**src/rtl/flt_pkg.sv**
```systemverilog
`timescale 1ns / 1ps
// ----------------------------------------------------------------------------
// FFT low-pass truncation package
// Shared widths, payload structs, job descriptor and engine state encoding.
// ----------------------------------------------------------------------------
package flt_pkg;

  localparam int SAMPLE_WIDTH   = 16;
  localparam int VALUE_WIDTH    = 18;
  localparam int CUTOFF_WIDTH   = 7;
  localparam int MAX_POINTS_DEF = 64;
  localparam int CNT_MAX_W      = 13;
  localparam int CFG_ADDR_W     = 3;

  localparam logic [CUTOFF_WIDTH-1:0] CUTOFF_RESET = 7'd64;

  // Register index codes (paddr[2])
  localparam logic REG_CUTOFF = 1'b0;

  typedef struct packed {
    logic signed [SAMPLE_WIDTH-1:0] sample;
    logic                           last;
  } in_item_t;

  typedef struct packed {
    logic signed [VALUE_WIDTH-1:0] value;
    logic                          last_res;
    logic                          overflowed;
  } out_item_t;

  // One loaded block handed from loader to engine
  typedef struct packed {
    logic [CNT_MAX_W-1:0] count;
    logic                 ovf;
  } job_t;

  // Engine status toward loader side
  typedef struct packed {
    logic loading;
    logic pop;
  } bk_status_t;

  typedef enum logic [3:0] {
    BK_IDLE,
    BK_LOAD_RD,
    BK_LOAD_WR,
    BK_BF_RD,
    BK_BF_M1,
    BK_BF_M2,
    BK_BF_T,
    BK_BF_WP,
    BK_BF_WQ,
    BK_PERM_RD,
    BK_PERM_WR,
    BK_OUT_RD,
    BK_OUT_WR
  } bk_state_t;

endpackage

```
**src/rtl/flt_jobq.sv**
```systemverilog
`timescale 1ns / 1ps
// ----------------------------------------------------------------------------
// FFT low-pass job queue
// Single-slot queue holding one finished block descriptor for the engine.
// ----------------------------------------------------------------------------
module flt_jobq (
  input  logic          clk,
  input  logic          rst_n,
  input  logic          push,
  input  flt_pkg::job_t push_data,
  input  logic          pop,
  output logic          valid,
  output flt_pkg::job_t head
);
  import flt_pkg::*;

  logic valid_r, valid_nxt;
  job_t head_r;

  // Fill on push, drain on pop
  always_comb begin
    valid_nxt = valid_r;
    if (pop) begin
      valid_nxt = 1'b0;
    end
    if (push) begin
      valid_nxt = 1'b1;
    end
  end

  always_ff @(posedge clk) begin
    if (!rst_n) begin
      valid_r <= 1'b0;
    end else begin
      valid_r <= valid_nxt;
    end
  end

  always_ff @(posedge clk) begin
    if (push) begin
      head_r <= push_data;
    end
  end

  assign valid = valid_r;
  assign head  = head_r;

endmodule

```
**config.mk**
```make
export PLATFORM = sky130hd
export DESIGN_NAME = flt_jobq
export DESIGN_NICKNAME = d
export VERILOG_FILES = /design/src/rtl/flt_pkg.sv /design/src/rtl/flt_jobq.sv
export SDC_FILE = /design/constraint.sdc
export NUM_CORES = 1
export LEC_CHECK = 0
export ABC_AREA = 1
export BUFFER_PORTS_ARGS = -buffer_cell sky130_fd_sc_hd__buf_2
export CAP_MARGIN = 20
export CELL_PAD_IN_SITES_DETAIL_PLACEMENT = 0
export CELL_PAD_IN_SITES_GLOBAL_PLACEMENT = 1
export CORE_MARGIN = 4
export CORE_UTILIZATION = 26
export CTS_CLUSTER_DIAMETER = 50
export DETAILED_ROUTE_END_ITERATION = 12
export PLACE_DENSITY = 0.79
export SETUP_SLACK_MARGIN = 0.4
export SLEW_MARGIN = 10
export SYNTH_ARGS = -nofsm -noshare
export SYNTH_HDL_FRONTEND = slang
export SYNTH_SLANG_ARGS = --single-unit
```
**constraint.sdc**
```tcl
create_clock -name clk -period 0.8 [get_ports clk]
set_input_delay 0 -clock clk [delete_from_list [all_inputs] [get_ports clk]]
set_output_delay 0 -clock clk [all_outputs]
set_load 0.01 [all_outputs]
```
==> impl_metrics.tcl <==
set metrics [dict create \
    drv_cap 0 \
    start_util_pct 27.18 \
    timing.final.hold_violations 15 \
    synth_edf_count 14 \
    yosysTopAreaCell "edfxtp_1" \
    cp_num_buf_inv 1 \
    ys_ff_latch 15 \
    die_height_um 50.26 \
    critPathMaxFanout 1 \
    drt-total-wl_um 886 \
    vias 299 \
    p_seq_share_pct 62.3 \
    crit_required_ns 0.80 \
    cts_buffers 3 \
    seq_area_frac_synth_pct 94.88 \
    cts_tree "done" \
    clkPwrFrac_pct 27.4 \
    crit_path_max_incr_delay_ns 0.38 \
    ys_top_cells_by_area "edfxtp_1 91%, dfxtp_1 4.3%, inv_1 2.4%" \
    ios 33 \
    crit_start "head[13]$_DFFE_PP_" \
    firstDrtPassIters 2 \
    worstMarginPinSlew_ns 0.3166 \
    fin_ws_ns -0.001168 \
    crit_path_start_kind "flip-flop" \
    power_density_mw_per_mm2 2178 \
    fmax_mhz 1248 \
    clockBufferDepth 2 \
    holdCritStartpoint "push_data[4]" \
    synth-main-ff-cell "edfxtp_1" \
    ir_drop_mv 1.071 \
    violations "hold timing, setup timing" \
    status "complete, but fails checks" \
    grt_pass1_wl_um 1297 \
    period_needed_ns 0.8012 \
    ant_nets 0 \
    io_buffers 32 \
    synth_warnings 0 \
    fin_crit_sh_pct 100.1 \
    yosysUniqueCellTypes 5 \
    fp-row-count 15 \
    slew_headroom_pct 78.89 \
    drc 0 \
    comb_power_share_pct 10.3 \
    synth.top_cell.area_share_pct 90.57 \
    dieWidth_um 50.26 \
    root_buffer "clkbuf_4" \
    synth-async-reset-ratio_pct 0 \
    skew_ns 0 \
    antenna_found_initial 0 \
    yosys-top-cells-count "14 x edfxtp_1, 3 x inv_1, 1 x a21oi_2, 1 x dfxtp_1, 1 x nand2_1" \
    clk_pin_slew_ns 0.08 \
    diodes 0 \
    core_mm2 0.001708 \
    whs_ns -0.1035 \
    crit_family "flip-flops" \
    finalSetupViolations 1 \
    grt_start_max_net_pins 16 \
    gp_congestion 0.6221 \
    final_nets 75 \
    vias_per_cell 3.691 \
    htree_levels 1 \
    overflow 0 \
    area_delta_synth_final_pct 49.06 \
    synth_nets 38 \
    multiInputGateArea_um2 15.01 \
    clk_latency_ns 0.27 \
    intPower_mw 1.191 \
    netlist_area_um2 464.2 \
    cts_sinks 15 \
    grt_usage_pct 7.459 \
    final_layout_size_suffix_gt1_share_pct 67.86 \
    syn_inst 20 \
    finalMaxSlewViolations 0 \
    crit_chain "buf_2" \
    avgSynthCellArea_um2 23.21 \
    hp-class "in -> reg" \
    grt_pass1_vias 289 \
    fin_area_um2 691.9 \
    yosysMostFrequentCell "edfxtp_1" \
    wl_per_cell_um 10.94 \
    p_switching_uw 315.9 \
    rsz0062_at_grt "true" \
    nFillCells 160 \
    placedInstanceArea_um2 656.9 \
    slowest_stage "edfxtp_1" \
    crit_arrival_ns 0.80 \
    end_kind "primary output" \
    p_leak_nw 0.3081 \
    layout.area.seq_um2 441.7 \
    final_core_utilization_pct 40.51 \
    p_sw_share_pct 20.96 \
    path_class "reg -> out" \
    r2r_start "valid$_SDFFE_PN0P_" \
    dieArea_mm2 0.002526 \
    drt-initial-drc-count 2 \
]
registers in the layout, indices dropped and copies added (netlist names):
name and flops:
head 14, valid 1
repair_timing:
item                                   4_1_cts  5_1_grt
pin swaps                                    1        0
resized for setup                            2        0
setup endpoints to repair                   16       16
endpoints found under the hold margin       15       15
buffers inserted                             0        0
routing by layer:
metal,GRT usage (%),wire [um],vias to the layer above
li1,-,-,145
met1,8.555,361,128
met2,9.783,363,24
met3,3.858,149,2
met4,6.912,12,0
met5,0,0,-
power by group through the flow:
stage / Combinational [mW] / Clock (mW) / Sequential, mW
5_1_grt: 0.169 / 0.466 / 0.944
6_report: 0.156 / 0.413 / 0.939
3_5_place_dp: 0.155 / 0 / 0.957
2_1_floorplan: 0.00717 / 0 / 0.993
4_1_cts: 0.160 / 0.430 / 0.940
3_3_place_gp: 0.153 / 0 / 0.954
area by class of cell:
cell class	count	area share, %
inverters	3	1.627
multi-input cells	2	2.170
repair buffers	32	24.05
well taps	25	4.521
clock buffers	4	3.797
flip-flops and latches	15	63.83
cell usage in the layout (no fill, tap or decap):
cell type,synthesis,layout
clkbuf_1,0,1
buf_2,0,31
clkbuf_4,0,3
buf_6,0,1
dfxtp_2,0,1
nand2_2,0,1
a21oi_2,1,1
edfxtp_1,14,14
inv_1,3,3
path summary, 6_finish.rpt:
check,slack (ns),endpoint,cells past startpoint
worst max-delay path,-0.001,head[13],1
worst min-delay path,-0.10,head[4]$_DFFE_PP_,1
worst max register to register,0.24,valid$_SDFFE_PN0P_,2
worst min register to register,0.47,valid$_SDFFE_PN0P_,2
logic make-up after synthesis:
family                 share of synthesized area [%]
AO/OA/AOI/OAI                                  1.887
buffers and inverters                          2.426
flip-flops                                     94.88
AND/OR/NAND/NOR                               0.8078
per-stage QoR:
stage	setup WS [ns]	total power, mW	hold WS [ns]	setup TNS [ns]	instances
6_report	-0.001168	1.507	-0.1035	-0.001168	81
4_1_cts	-0.01841	1.530	-0.1156	-0.04838	81
5_1_grt	-0.03930	1.579	-0.1227	-0.3212	81
3_5_place_dp	0.1537	1.112	0.1781	0	77
3_3_place_gp	0.1824	1.107	0.1795	0	77
2_1_floorplan	0.2490	1.000	0.09887	0	20
Power figures use the tool's default switching activity.
